## src/rtl/core/lcdseq_pkg.sv

```systemverilog
`default_nettype none
// ----------------------------------------------------------------------------
// lcdseq_pkg
// Shared constants, types and helpers of the character LCD command sequencer.
// ----------------------------------------------------------------------------
package lcdseq_pkg;

  localparam int GLYPH_ROWS  = 8;
  localparam int GLYPH_SLOTS = 8;

  localparam int COL_W      = 6;
  localparam int ROW_W      = 2;
  localparam int ACTION_W   = 3;
  localparam int BYTE_W     = 8;
  localparam int SLOT_W     = $clog2(GLYPH_SLOTS);
  localparam int GROW_W     = $clog2(GLYPH_ROWS);
  localparam int MAX_WRITES = 3;
  localparam int CNT_W      = 2;
  localparam int IDX_W      = 2;

  // Configuration port.
  localparam int CFG_IDX_W  = 1;
  localparam int CFG_DATA_W = 6;
  localparam logic [CFG_IDX_W-1:0] CFG_COLUMNS = 1'd0;
  localparam logic [CFG_IDX_W-1:0] CFG_ROWS    = 1'd1;
  localparam logic [COL_W-1:0]     COLUMNS_RESET = 6'd16;
  localparam logic [ROW_W-1:0]     ROWS_RESET    = 2'd2;

  // Command codes.
  localparam logic [ACTION_W-1:0] ACT_RAW    = 3'd0;
  localparam logic [ACTION_W-1:0] ACT_TEXT   = 3'd1;
  localparam logic [ACTION_W-1:0] ACT_SET    = 3'd2;
  localparam logic [ACTION_W-1:0] ACT_CLEAR  = 3'd3;
  localparam logic [ACTION_W-1:0] ACT_VISUAL = 3'd4;
  localparam logic [ACTION_W-1:0] ACT_GLYPH  = 3'd5;

  // Bus bytes and flags.
  localparam logic [BYTE_W-1:0] DDRAM_FLAG   = 8'h80;
  localparam logic [BYTE_W-1:0] CGRAM_FLAG   = 8'h40;
  localparam logic [BYTE_W-1:0] CLEAR_CMD    = 8'h01;
  localparam logic [BYTE_W-1:0] VISUAL_BASE  = 8'h08;
  localparam logic [BYTE_W-1:0] NEWLINE_CODE = 8'h0A;
  localparam logic [GROW_W-1:0] GLYPH_LAST_ROW = GROW_W'(GLYPH_ROWS - 1);

  localparam logic RS_INSTR = 1'b0;
  localparam logic RS_DATA  = 1'b1;

  typedef struct packed {
    logic [ACTION_W-1:0] action;
    logic [BYTE_W-1:0]   char_code;
    logic [COL_W-1:0]    col;
    logic [ROW_W-1:0]    row;
    logic [SLOT_W-1:0]   glyph_index;
    logic [GROW_W-1:0]   glyph_row;
    logic                display_on;
    logic                cursor_on;
    logic                blink_on;
  } item_t;

  typedef struct packed {
    logic              reg_select;
    logic [BYTE_W-1:0] bus_byte;
    logic [COL_W-1:0]  col;
    logic [ROW_W-1:0]  row;
  } write_t;

  typedef struct packed {
    write_t [MAX_WRITES-1:0] w;
    logic [CNT_W-1:0]        cnt;
    logic [COL_W-1:0]        col_next;
    logic [ROW_W-1:0]        row_next;
  } plan_t;

  // DDRAM address: column plus row times 0x40, with the set-address flag.
  function automatic logic [BYTE_W-1:0] ddram_addr(input logic [COL_W-1:0] c,
                                                   input logic [ROW_W-1:0] r);
    logic [BYTE_W-1:0] sum;
    sum = {2'b00, c} + {r, 6'b000000};
    return sum | DDRAM_FLAG;
  endfunction

endpackage
`default_nettype wire

```

## src/rtl/core/lcdseq_emit.sv

```systemverilog
`default_nettype none
// ----------------------------------------------------------------------------
// lcdseq_emit
// Holds the write list of one command and issues it one bus write per cycle
// through the output register while the bus takes them.
// ----------------------------------------------------------------------------
module lcdseq_emit
  import lcdseq_pkg::*;
(
  input  logic   clk,
  input  logic   rst_n,
  input  logic   load_req,
  input  plan_t  plan,
  output logic   load_take,
  output logic   out_valid,
  input  logic   out_ready,
  output write_t out_write,
  output logic   out_last
);

  plan_t            plan_r;
  logic             plan_valid_r, plan_valid_nxt;
  logic [IDX_W-1:0] idx_r, idx_nxt;
  logic             out_valid_r, out_valid_nxt;
  write_t           out_write_r;
  logic             out_last_r;
  logic             pop;
  logic             last_entry;

  always_comb begin
    pop        = plan_valid_r && (!out_valid_r || out_ready);
    last_entry = (idx_r == IDX_W'(plan_r.cnt - 2'd1));
    load_take  = load_req && (!plan_valid_r || (pop && last_entry));

    plan_valid_nxt = plan_valid_r;
    idx_nxt        = idx_r;
    if (load_take) begin
      plan_valid_nxt = (plan.cnt != '0);
      idx_nxt        = '0;
    end else if (pop) begin
      idx_nxt = idx_r + 2'd1;
      if (last_entry) begin
        plan_valid_nxt = 1'b0;
      end
    end

    out_valid_nxt = out_valid_r;
    if (pop) begin
      out_valid_nxt = 1'b1;
    end else if (out_ready) begin
      out_valid_nxt = 1'b0;
    end
  end

  always_ff @(posedge clk) begin
    if (!rst_n) begin
      plan_valid_r <= 1'b0;
      idx_r        <= '0;
      out_valid_r  <= 1'b0;
    end else begin
      plan_valid_r <= plan_valid_nxt;
      idx_r        <= idx_nxt;
      out_valid_r  <= out_valid_nxt;
    end
  end

  always_ff @(posedge clk) begin
    if (load_take) begin
      plan_r <= plan;
    end
    if (pop) begin
      out_write_r <= plan_r.w[idx_r];
      out_last_r  <= last_entry;
    end
  end

  assign out_valid = out_valid_r;
  assign out_write = out_write_r;
  assign out_last  = out_last_r;

endmodule
`default_nettype wire

```

## config.mk

```make
export PLATFORM = sky130hd
export DESIGN_NAME = lcdseq_emit
export DESIGN_NICKNAME = d
export VERILOG_FILES = /design/src/rtl/core/lcdseq_pkg.sv /design/src/rtl/core/lcdseq_emit.sv
export SDC_FILE = /design/constraint.sdc
export NUM_CORES = 1
export LEC_CHECK = 0
export BUFFER_PORTS_ARGS = -buffer_cell sky130_fd_sc_hd__buf_2
export CORE_UTILIZATION = 50
export CTS_CLUSTER_DIAMETER = 50
export DETAILED_ROUTE_END_ITERATION = 8
export GPL_TIMING_DRIVEN = 0
export PLACE_DENSITY = 0.78
export RECOVER_POWER = 25
export SLEW_MARGIN = 20
export SYNTH_ARGS = -nofsm -noshare
export SYNTH_HDL_FRONTEND = slang
export SYNTH_SLANG_ARGS = --single-unit
```

## constraint.sdc

```tcl
create_clock -name clk -period 3.35 [get_ports clk]
set_input_delay 0 -clock clk [delete_from_list [all_inputs] [get_ports clk]]
set_output_delay 0 -clock clk [all_outputs]
set_load 0.01 [all_outputs]
```

==> results.py <==
metrics = {
    "timing": {
        "hold_viol_final": 0,
        "rsz0062_at_grt": "false",
        "slew_headroom": 0.406,
        "final-setup-viol-count": 0,
        "layout_min_cycle_time_ps": 2090,
        "drv_slew": 0,
        "holdWs_ps": 19.2,
        "clock.fmax_mhz": 479,
        "tightestPinTransition_ps": 891,
        "fin_setup_tns_ps": 0,
        "skew_ps": 13.2,
        "fin_crit_sh": 0.623,
    },
    "layout": {
        "register_area_um2": 2210,
        "final_core_util": 0.769,
        "antennaDiodeCount": 0,
        "fin_area_um2": 3980,
        "fill_cells": 316,
        "drive_above_1_share": 0.327,
        "nets": 360,
        "layout_commonest_cell": "buf_2",
        "area_delta_synth_final_pct": 46.1,
        "multi_input_area_um2": 474,
        "final_cell_mix": "buf_2, edfxtp_1, dlygate4sd3_1",
    },
    "die": {
        "die_y_um": 75.8,
        "die_x_um": 75.8,
        "start_util": 0.526,
        "rows": 26,
        "pin_count": 85,
        "core_area_um2": 5170,
        "die_area_um2": 5740,
    },
    "grt": {
        "use_met1": 0.258,
        "grt_overflow_total": 0,
        "grt_pass1_vias": 1815,
        "grt_max_degree": 25,
        "met3_usage": 0.0450,
        "grt_pass1_wl_mm": 8.46,
        "antenna_found_initial": 0,
        "grt-busiest-layer": "met2",
        "grt_use_total": 0.216,
        "grt_util_met2": 0.363,
    },
    "power": {
        "p_leak_uw": 0.00152,
        "pwr_density_cell_nw_per_um2": 505,
        "power.total_uw": 2010,
        "vdd_ir_drop_max_mv": 0.332,
    },
    "status": {
        "status": "complete, no violations",
    },
    "clocking": {
        "cts-hold-fix-buffers": 54,
        "clk_pin_slew_ps": 70,
        "clockBufferDepth": 2,
        "clkSinkCount": 75,
        "cts_tree": "done",
        "numCtsBuffers": 9,
        "clk_latency_ps": 340,
        "cts-root-buf": "clkbuf_8",
        "cts_resized": 0,
        "post_cts_buffers": 0,
        "htree_levels": 3,
    },
    "placed_design": {
        "place_area_um2": 3250,
        "place_hpwl_mm": 2.99,
        "place_congestion": 0.758,
        "io_buffers": 76,
    },
    "setup_path": {
        "worst-setup-path-type": "reg -> out",
        "cp_cell_sequence": "xnor2_2 -> nand3b_1 -> a31oi_4 -> buf_16 -> buf_2",
        "critPathMaxFanout": 24,
        "critPathLaunchType": "flop",
        "endpoint": "load_take",
        "r2r_slack_ps": 1460,
        "cp-startpoint": "plan_r[9]",
        "worst-path-stages": 5,
        "timing.rr.start": "plan_r[9]",
        "crit_family": "compound AO/OA/AOI/OAI gates",
        "crit_path_end_kind": "primary output",
        "critPathRequiredTime_ps": 3350,
        "cp.arrival_ps": 2090,
        "critPathMaxStageDelay_ps": 520,
        "cp.buffers_inverters": 2,
        "timing.rr.end": "plan_r[31]",
        "slowest_stage": "a31oi_4",
        "worst_r2r_path_depth": 4,
    },
    "yosys": {
        "yosys_warnings": 0,
        "synthTopCellsByArea": "edfxtp_1, mux2i_1, dfxtp_1",
        "synth.avg_cell_area_um2": 17.9,
        "syn_nets": 217,
        "synth_top_area_cell": "edfxtp_1",
        "netlist_instances": 152,
        "netlist.area_leader.share": 0.783,
        "synth_area_um2": 2720,
        "ys_ff_latch": 75,
        "yosysSeqAreaShare": 0.813,
        "synth_cell_types": 25,
    },
    "drt": {
        "vias": 1768,
        "drc_errors": 0,
        "drtAntennaViolNets": 0,
        "drtPass1Iterations": 4,
        "wire_per_inst_um": 15.4,
        "vias_per_cell": 4.78,
        "drt_iter0_drc": 72,
        "routed_wirelength_mm": 5.71,
    },
    "run": {
        "cap_violations": 0,
    },
    "hold_path": {
        "min_path_type": "in -> reg",
        "hp-start": "load_req",
    },
}
==> per-stage QoR <==
step | cells | setup WS (ps)
after global placement | 298 | -206
after detailed placement | 300 | 1480
after global routing | 370 | 1130
after CTS | 370 | 1270
after floorplan | 152 | 334
final | 370 | 1260
==> flip-flops by register name (all words and copies together), names as in the netlist <==
register / count
plan_valid_r: 1
plan_r: 53
idx_r: 2
out_last: 1
out_write: 17
out_valid: 1
==> report_power, final <==
group          switching, uW  total [uW]  leakage (uW)  internal [uW]
combinational            101         215      0.000710            114
clock                    321         660     0.0000951            339
sequential              20.4        1130      0.000712           1110
total                    443        2010       0.00152           1570
==> layer usage <==
| metal | routed length (um) | part of all wire | up-vias |
|---|---|---|---|
| li1 | - | - | 859 |
| met1 | 2310 | 0.40 | 837 |
| met2 | 3110 | 0.54 | 60 |
| met3 | 155 | 0.027 | 12 |
| met4 | 134 | 0.023 | 0 |
| met5 | 0 | 0 | - |
==> cells by family after synthesis <==
group / count (synthesis) / share of synthesized area
simple gates: 28 / 0.0492
mux: 18 / 0.0667
flops: 75 / 0.813
buf+inv: 8 / 0.0161
compound gates: 21 / 0.0460
xor+xnor: 2 / 0.00920
==> worst register-to-register path, stage by stage, from the launching register on <==
cell and delay [ps]:
edfxtp_1 420, xnor2_2 170, nand3b_1 230, a31oi_4 520
buf_16 240
==> area by class of cell <==
cell class,instances,area share
inverters,2,0.00189
clock buffers,10,0.0321
flip-flops and latches,75,0.556
plain buffers,6,0.00913
well taps,70,0.0220
repair buffers,132,0.245
multi-input cells,69,0.119
clock inverters,6,0.0142
==> worst min path at each step <==
stage	cells after the start	end	slack (ps)
5_1_grt	3	plan_valid_r	40
4_1_cts	3	plan_valid_r	6
3_3_place_gp	1	plan_r[18]	180
6_report	3	plan_valid_r	20
3_5_place_dp	1	plan_r[17]	180
2_1_floorplan	0	plan_r[10]	100
==> cell usage after synthesis <==
cell       n
nand3b_1   1
nand3_1    2
mux2i_1   17
nor2b_1    3
inv_1      2
o21ai_1    3
nor3b_1    1
o21ai_0   14
nand2_1   17
a31oi_2    1
edfxtp_1  71
xor2_1     1
mux2_2     1
o211a_1    1
buf_2      2
a21boi_0   1
xnor2_2    1
and2_1     1
nor4bb_1   1
clkbuf_1   1
nor2_1     1
a41o_1     1
dfxtp_1    4
buf_4      3
nand2b_1   1
Note: power is estimated with default switching activity, not from simulation.
