[src/rtl/core/lcdseq_pkg.sv]
`default_nettype none
// ----------------------------------------------------------------------------
// lcdseq_pkg
// Shared constants, types and helpers of the character LCD command sequencer.
// ----------------------------------------------------------------------------
package lcdseq_pkg;

  localparam int GLYPH_ROWS  = 8;
  localparam int GLYPH_SLOTS = 8;

  localparam int COL_W      = 6;
  localparam int ROW_W      = 2;
  localparam int ACTION_W   = 3;
  localparam int BYTE_W     = 8;
  localparam int SLOT_W     = $clog2(GLYPH_SLOTS);
  localparam int GROW_W     = $clog2(GLYPH_ROWS);
  localparam int MAX_WRITES = 3;
  localparam int CNT_W      = 2;
  localparam int IDX_W      = 2;

  // Configuration port.
  localparam int CFG_IDX_W  = 1;
  localparam int CFG_DATA_W = 6;
  localparam logic [CFG_IDX_W-1:0] CFG_COLUMNS = 1'd0;
  localparam logic [CFG_IDX_W-1:0] CFG_ROWS    = 1'd1;
  localparam logic [COL_W-1:0]     COLUMNS_RESET = 6'd16;
  localparam logic [ROW_W-1:0]     ROWS_RESET    = 2'd2;

  // Command codes.
  localparam logic [ACTION_W-1:0] ACT_RAW    = 3'd0;
  localparam logic [ACTION_W-1:0] ACT_TEXT   = 3'd1;
  localparam logic [ACTION_W-1:0] ACT_SET    = 3'd2;
  localparam logic [ACTION_W-1:0] ACT_CLEAR  = 3'd3;
  localparam logic [ACTION_W-1:0] ACT_VISUAL = 3'd4;
  localparam logic [ACTION_W-1:0] ACT_GLYPH  = 3'd5;

  // Bus bytes and flags.
  localparam logic [BYTE_W-1:0] DDRAM_FLAG   = 8'h80;
  localparam logic [BYTE_W-1:0] CGRAM_FLAG   = 8'h40;
  localparam logic [BYTE_W-1:0] CLEAR_CMD    = 8'h01;
  localparam logic [BYTE_W-1:0] VISUAL_BASE  = 8'h08;
  localparam logic [BYTE_W-1:0] NEWLINE_CODE = 8'h0A;
  localparam logic [GROW_W-1:0] GLYPH_LAST_ROW = GROW_W'(GLYPH_ROWS - 1);

  localparam logic RS_INSTR = 1'b0;
  localparam logic RS_DATA  = 1'b1;

  typedef struct packed {
    logic [ACTION_W-1:0] action;
    logic [BYTE_W-1:0]   char_code;
    logic [COL_W-1:0]    col;
    logic [ROW_W-1:0]    row;
    logic [SLOT_W-1:0]   glyph_index;
    logic [GROW_W-1:0]   glyph_row;
    logic                display_on;
    logic                cursor_on;
    logic                blink_on;
  } item_t;

  typedef struct packed {
    logic              reg_select;
    logic [BYTE_W-1:0] bus_byte;
    logic [COL_W-1:0]  col;
    logic [ROW_W-1:0]  row;
  } write_t;

  typedef struct packed {
    write_t [MAX_WRITES-1:0] w;
    logic [CNT_W-1:0]        cnt;
    logic [COL_W-1:0]        col_next;
    logic [ROW_W-1:0]        row_next;
  } plan_t;

  // DDRAM address: column plus row times 0x40, with the set-address flag.
  function automatic logic [BYTE_W-1:0] ddram_addr(input logic [COL_W-1:0] c,
                                                   input logic [ROW_W-1:0] r);
    logic [BYTE_W-1:0] sum;
    sum = {2'b00, c} + {r, 6'b000000};
    return sum | DDRAM_FLAG;
  endfunction

endpackage
`default_nettype wire

[src/rtl/core/lcdseq_decode.sv]
`default_nettype none
// ----------------------------------------------------------------------------
// lcdseq_decode
// Expands one registered command into its list of bus writes and the new
// cursor position.
// ----------------------------------------------------------------------------
module lcdseq_decode
  import lcdseq_pkg::*;
(
  input  item_t            item,
  input  logic [COL_W-1:0] cur_col,
  input  logic [ROW_W-1:0] cur_row,
  input  logic [COL_W-1:0] cols,
  input  logic [ROW_W-1:0] rows,
  output plan_t            plan
);

  logic [COL_W:0]   col_inc;
  logic             col_wraps;
  logic [ROW_W:0]   row_inc;
  logic [ROW_W-1:0] nl_row;
  logic [COL_W-1:0] set_col;
  logic [ROW_W-1:0] set_row;
  logic [COL_W-1:0] home_col;
  logic [ROW_W-1:0] home_row;
  write_t           nl_write;
  write_t           data_write;
  write_t           hold_write;

  always_comb begin
    col_inc   = {1'b0, cur_col} + 7'd1;
    col_wraps = (col_inc >= {1'b0, cols});
    row_inc   = {1'b0, cur_row} + 3'd1;
    nl_row    = (row_inc >= {1'b0, rows}) ? '0 : row_inc[ROW_W-1:0];

    // Requested positions are taken only when inside the configured area.
    set_col  = (item.col < cols) ? item.col : cur_col;
    set_row  = (item.row < rows) ? item.row : cur_row;
    home_col = (cols != '0) ? '0 : cur_col;
    home_row = (rows != '0) ? '0 : cur_row;

    nl_write   = '{reg_select: RS_INSTR, bus_byte: ddram_addr('0, nl_row),
                   col: '0, row: nl_row};
    data_write = '{reg_select: RS_DATA, bus_byte: item.char_code,
                   col: col_inc[COL_W-1:0], row: cur_row};
    hold_write = '{reg_select: RS_INSTR, bus_byte: '0, col: cur_col, row: cur_row};

    plan.w        = {MAX_WRITES{hold_write}};
    plan.cnt      = '0;
    plan.col_next = cur_col;
    plan.row_next = cur_row;

    case (item.action)
      ACT_RAW, ACT_TEXT: begin
        if (item.action == ACT_TEXT && item.char_code == NEWLINE_CODE) begin
          plan.w[0]     = nl_write;
          plan.cnt      = 2'd1;
          plan.col_next = '0;
          plan.row_next = nl_row;
        end else if (col_wraps) begin
          plan.w[0]     = data_write;
          plan.w[1]     = nl_write;
          plan.cnt      = 2'd2;
          plan.col_next = '0;
          plan.row_next = nl_row;
        end else begin
          plan.w[0]     = data_write;
          plan.cnt      = 2'd1;
          plan.col_next = col_inc[COL_W-1:0];
        end
      end
      ACT_SET: begin
        plan.w[0]     = '{reg_select: RS_INSTR, bus_byte: ddram_addr(set_col, set_row),
                          col: set_col, row: set_row};
        plan.cnt      = 2'd1;
        plan.col_next = set_col;
        plan.row_next = set_row;
      end
      ACT_CLEAR: begin
        plan.w[0].bus_byte = CLEAR_CMD;
        plan.w[1]     = '{reg_select: RS_INSTR, bus_byte: ddram_addr(home_col, home_row),
                          col: home_col, row: home_row};
        plan.cnt      = 2'd2;
        plan.col_next = home_col;
        plan.row_next = home_row;
      end
      ACT_VISUAL: begin
        plan.w[0].bus_byte = VISUAL_BASE | {5'b00000, item.display_on, item.cursor_on,
                                            item.blink_on};
        plan.cnt = 2'd1;
      end
      ACT_GLYPH: begin
        plan.w[0].bus_byte   = CGRAM_FLAG | {2'b00, item.glyph_index, item.glyph_row};
        plan.w[1].reg_select = RS_DATA;
        plan.w[1].bus_byte   = item.char_code;
        plan.w[2].bus_byte   = ddram_addr(cur_col, cur_row);
        plan.cnt = (item.glyph_row == GLYPH_LAST_ROW) ? 2'd3 : 2'd2;
      end
      default: begin
        plan.cnt = '0;
      end
    endcase
  end

endmodule
`default_nettype wire

[config.mk]
export PLATFORM = sky130hd
export DESIGN_NAME = lcdseq_decode
export DESIGN_NICKNAME = d
export VERILOG_FILES = /design/src/rtl/core/lcdseq_pkg.sv /design/src/rtl/core/lcdseq_decode.sv
export SDC_FILE = /design/constraint.sdc
export NUM_CORES = 1
export LEC_CHECK = 0
export BUFFER_PORTS_ARGS = -buffer_cell sky130_fd_sc_hd__buf_2
export CELL_PAD_IN_SITES_DETAIL_PLACEMENT = 1
export CELL_PAD_IN_SITES_GLOBAL_PLACEMENT = 1
export CORE_MARGIN = 5
export CORE_UTILIZATION = 30
export DETAILED_ROUTE_END_ITERATION = 8
export PLACE_DENSITY = 0.93
export SLEW_MARGIN = 25
export SYNTH_ARGS = -nofsm -noshare
export SYNTH_HDL_FRONTEND = slang
export SYNTH_SLANG_ARGS = --single-unit
[constraint.sdc]
create_clock -name vclk -period 5.8
set_clock_uncertainty 0.1 [all_clocks]
set_input_delay 0.29 -clock vclk [all_inputs]
set_output_delay 0.29 -clock vclk [all_outputs]
set_load 0.01 [all_outputs]
==> results of run 1 <==
## kinds of logic after synthesis
group	count (synthesis)
simple gates	90
other cells	1
fa+ha+maj	16
compound gates	57
buf+inv	36
mux	11
xor+xnor	3
## path summary, 6_finish.rpt
path  endpoint        from  cells after the start  slack (ns)
max    plan[2]  cur_col[0]                     12        2.34
min   plan[45]  cur_row[1]                      2        0.77
## power by group through the flow
stage / clock (mW) / combinational, mW / sequential [mW]
detailed placement: 0 / 0.176 / 0
global placement: 0 / 0.170 / 0
CTS: 0 / 0.177 / 0
floorplan: 0 / 0.108 / 0
finish: 0 / 0.176 / 0
global route: 0 / 0.194 / 0
## stage by stage
step	area, um^2	util, %
after floorplan	1460	-
final	1930	40.8
after detailed placement	1930	40.8
after global placement	1930	40.8
after global routing	1930	40.8
after CTS	1930	40.8
## critical path: stages
cell and delay (ns):
buf_2 0.23, ha_1 0.28, nand3_1 0.11, xor2_1 0.24
inv_1 0.08, ha_1 0.29, a21o_1 0.19, a21oi_1 0.25
a21bo_2 0.29, or3_4 0.40, o211ai_1 0.23, buf_2 0.18
## routing by layer
layer  vias to the layer above  wire [um]
met2                        68       3400
met5                         -          0
li1                        938          -
met1                       917       2610
met3                        10        348
met4                         0        122
## area by class of cell
class,count,area share [%]
Tap cell,67,4.35
Multi-Input combinational cell,178,66.1
Timing Repair Buffer,104,27.0
Inverter,13,2.53
## placed cells by master, fill, tap and decap left out, drive strengths merged, types with 2 or more instances in the layout
| cell type | n |
|---|---|
| a211o | 3 |
| a21o | 5 |
| a21oi | 7 |
| a221o | 6 |
| a22o | 6 |
| a22oi | 2 |
| a31oi | 2 |
| and2 | 2 |
| and3 | 13 |
| buf | 104 |
| ha | 15 |
| inv | 13 |
| mux2 | 4 |
| mux2i | 7 |
| nand2 | 30 |
| nand2b | 7 |
| nand3 | 7 |
| nor2 | 10 |
| nor2b | 11 |
| nor4 | 2 |
| o211ai | 7 |
| o21a | 3 |
| o21ai | 8 |
| o221ai | 2 |
| xor2 | 2 |
==> results.txt, run 1 <==
wire per inst: 17.9 um
Fin. Hold Viols: 0
Synth Instances: 214
CP Capture Type: output pin
leakage: 1.12 nW
GR Util All Layers: 19.9%
fraction of layout cells with a size suffix above 1: 39.3%
Die Y: 79.7 um
Logic pwr share: 100.0%
Boundary Pins: 105
post-synthesis compound-gate area fraction: 29.5%
dominant cells by area after synthesis: ha_1 13%, nand2_1 7.7%, buf_4 5.7%
Period minus WS final: 3.46 ns
Post-Place Cells: 362
Top Usage Layer GRT: met2
outcome: finished, final reports clean
initial drt markers: 108
postcts setup bufs: 0
clkbuf count: 0
total of max-cap violations: 0
drt pass-1 iters: 4
Sw Pwr: 0.103 mW
Slew headroom: 61.4%
Initial Utilization: 30.9%
Core Rows: 25
most instantiated cells after synthesis: 30 x nand2_1, 15 x ha_1, 13 x and3_1, 12 x inv_1
CTS resizes: 0
sequential element share of the synthesized area: 0%
Fill cells: 663
vias in the first global route: 2089
global route overflow: 0
Setup WS pre-CTS: 2.40 ns
syn avg cell area: 6.81 um^2
# DRC: 0
Final WS setup: 2.34 ns
path category of the worst min-delay check: input port to output pin
internal power: 0.0737 mW
Yosys top cell by area: ha_1
Pwr Density: 91.5 nW/um^2
CP startpoint kind: input port
fin cells: 362
Detailed Place HPWL: 5530 um
first-pass GRT wire length: 10300 um
P&R area growth vs syn: 32.1%
largest net degree at the start of global routing: 18
Crit Path Max Fanout: 13
Peak VDD IR: 30.2 uV
largest family of logic cells by synthesized area: simple AND/OR/NAND/NOR gates
Max Fclk: 289 MHz
worst hold slack: 0.774 ns
TNS Setup: 0 ns
routability cong.: 0.914
WP data required: 5.41 ns
RSZ-0062 raised after global routing: false
most frequent cell after synthesis: nand2_1
met3 usage: 1.69%
fraction of the mapped netlist area in simple logic gates: 33.6%
Syn Std Cell Area: 1460 um^2
Flop pwr share: 0%
Synth cell types: 48
core area: 4720 um^2
post-synthesis adder-cell area fraction: 14.2%
xor/xnor share of the synthesized area: 1.80%
met2 usage: 39.6%
critical path arrival: 3.07 ns
GR Layer Usage met1: 22.7%
Final Cycle Share: 59.7%
max-slew violations: 0
Ys Warns: 0
fin nets: 357
Ant. Diodes: 0
Setup Viol. Count Final: 0
seq_cells: 0
area of the multi-input gates: 1270 um^2
drt via density: 5.34
Worst-Margin Slew: 0.578 ns
switching share of power: 58.2%
antenna violations before repair: 0
register area: 0 um^2
Routed Antenna Nets: 0
area share of the largest cell type after synthesis: 12.9%
WS Path Type: input port to output pin
Pwr Total: 0.176 mW
post-synthesis mux area share: 7.90%
vias: 1933
syn nets: 274
Clk pwr share: 0%
PortBufs: 104
Post-Route WL: 6480 um
die area: 6350 um^2
CTS Hold Bufs: 0
Die Width: 79.7 um
Power figures use the tool's default switching activity.
==> run 2: changes to the inputs <==
--- a/config.mk
+++ b/config.mk
@@ -5,13 +5,14 @@
 export SDC_FILE = /design/constraint.sdc
 export NUM_CORES = 1
 export LEC_CHECK = 0
+export ABC_AREA = 1
 export BUFFER_PORTS_ARGS = -buffer_cell sky130_fd_sc_hd__buf_2
 export CELL_PAD_IN_SITES_DETAIL_PLACEMENT = 1
 export CELL_PAD_IN_SITES_GLOBAL_PLACEMENT = 1
 export CORE_MARGIN = 5
-export CORE_UTILIZATION = 30
+export CORE_UTILIZATION = 27
 export DETAILED_ROUTE_END_ITERATION = 8
-export PLACE_DENSITY = 0.93
+export PLACE_DENSITY = 0.88
 export SLEW_MARGIN = 25
 export SYNTH_ARGS = -nofsm -noshare
 export SYNTH_HDL_FRONTEND = slang
==> constraint.sdc (replaced) <==
create_clock -name vclk -period 3.6
set_clock_uncertainty 0.1 [all_clocks]
set_input_delay 0.18 -clock vclk [all_inputs]
set_output_delay 0.18 -clock vclk [all_outputs]
set_load 0.01 [all_outputs]
==> results.txt, run 2 <==
TNS Setup: 0 ns
GR Util All Layers: 18.6%
largest family of logic cells by synthesized area: simple AND/OR/NAND/NOR gates
Ys Warns: 0
first-pass GRT wire length: 11500 um
Fill cells: 835
switching share of power: 63.5%
post-synthesis adder-cell area fraction: 13.5%
most frequent cell after synthesis: nand2_1
Post-Route WL: 7230 um
antenna violations before repair: 0
core area: 5540 um^2
Final Cycle Share: 78.4%
WS Path Type: input port to output pin
drt via density: 5.07
Ant. Diodes: 0
Syn Std Cell Area: 1540 um^2
fraction of the mapped netlist area in simple logic gates: 53.2%
vias in the first global route: 2370
Synth cell types: 30
Met1 Routed Length: 3250 um
post-synthesis mux area share: 0%
PortBufs: 104
WP data required: 3.32 ns
CTS resizes: 0
total of max-cap violations: 0
CP Capture Type: output pin
Post-Place Cells: 454
Routed Antenna Nets: 0
Setup WS pre-CTS: 0.798 ns
Period minus WS final: 2.82 ns
most instantiated cells after synthesis: 83 x nand2_1, 47 x inv_1, 31 x nand3_1, 26 x nor2_1, 15 x ha_1
global route overflow: 0
fin cells: 454
sequential element share of the synthesized area: 0%
Max Used Layer: met4
CP startpoint kind: input port
crit path from: cur_col[0]
min-delay src: cur_col[1]
vias: 2304
xor/xnor share of the synthesized area: 2.27%
die area: 7320 um^2
path category of the worst min-delay check: input port to output pin
Sw Pwr: 0.187 mW
postcts setup bufs: 0
# DRC: 0
Hold Path Depth: 2
outcome: finished, final reports clean
critical path arrival: 2.54 ns
fin nets: 444
P&R area growth vs syn: 33.0%
fraction of layout cells with a size suffix above 1: 30.4%
Detailed Place HPWL: 6240 um
leakage: 1.28 nW
Clk pwr share: 0%
Die Y: 85.6 um
Synth Instances: 293
internal power: 0.108 mW
Pwr Density: 144 nW/um^2
Worst-Margin Slew: 0.869 ns
Final WS setup: 0.778 ns
dominant cells by area after synthesis: nand2_1 20%, ha_1 12%, inv_1 11%
syn nets: 353
syn avg cell area: 5.26 um^2
clkbuf count: 0
routability cong.: 0.852
initial drt markers: 129
Flop pwr share: 0%
seq_cells: 0
Core Rows: 27
post-synthesis compound-gate area fraction: 12.0%
Setup Viol. Count Final: 0
area share of the largest cell type after synthesis: 20.2%
largest net degree at the start of global routing: 13
commonest non-fill, non-tap cell in the layout: buf_2
Max Fclk: 354 MHz
metal2 WL: 3440 um
RSZ-0062 raised after global routing: false
wire per inst: 15.9 um
Crit Path Max Fanout: 9
Logic pwr share: 100.0%
CTS Hold Bufs: 0
register area: 0 um^2
max-slew violations: 0
Initial Utilization: 27.8%
Slew headroom: 41.9%
drt pass-1 iters: 4
routed wl met3: 465 um
most frequent cells in the layout: 104 x buf_2, 83 x nand2_1, 47 x inv_1
Peak VDD IR: 52.8 uV
Fin. Hold Viols: 0
Die Width: 85.6 um
Boundary Pins: 105
Yosys top cell by area: nand2_1
-- run 2: cell count changes after synthesis, sizes merged, moves of 9 or more --
cell,change
nor2b,-11
nor2,+17
inv,+37
nand3,+25
clkbuf,-9
nand2,+55
o21ai,+9
nand4,+10
nand3b,+10
and3,-12
-- run 2: cell families (layout without fill, tap and decap cells) --
family,after synthesis,count (layout)
simple gates,176,176
buf+inv,65,154
compound gates,31,31
fa+ha+maj,16,16
xor+xnor,4,4
other cells,1,1
-- run 2: final cells by class --
cell class	instances	area [um^2]	share of cell area [%]
tap	72	90.1	4.39
inverter	50	188	9.15
timing repair buffer	104	520	25.4
multi-input combinational	228	1250	61.1
-- run 2: path summary, 6_finish.rpt --
path / to
worst max-delay path: plan[42]
worst min-delay path: plan[47]
-- run 2: power by group through the flow --
stage,clock network [mW],logic (mW),registers (mW)
global route,0,0.327,0
floorplan,0,0.171,0
global placement,0,0.281,0
CTS,0,0.294,0
detailed placement,0,0.293,0
finish,0,0.295,0
-- run 2: per-stage QoR --
step | utilization [%] | hold slack, ns | cell area [um^2] | power [mW]
floorplan | - | 0.352 | 1540 | 0.171
detailed placement | 37.0 | 0.545 | 2050 | 0.293
global placement | 37.0 | 0.543 | 2050 | 0.281
CTS | 37.0 | 0.546 | 2050 | 0.294
finish | 37.0 | 0.546 | 2050 | 0.295
global route | 37.0 | 0.560 | 2050 | 0.327
-- run 2: layer usage --
metal / vias up / global-route usage [%]
met1: 1086 / 25.4
li1: 1129 / -
met5: - / 0
met2: 81 / 32.8
met3: 8 / 1.73
met4: 0 / 1.73
-- run 2: critical path, stage by stage --
cell and delay (ns):
buf_2 0.17, ha_1 0.21, nand3_1 0.15, xor2_1 0.23, inv_1 0.10, ha_1 0.31
and3_1 0.15, nand2_1 0.06, nand2_1 0.14, inv_2 0.12, o21ai_2 0.35, inv_1 0.10
o21ai_0 0.09, buf_2 0.17
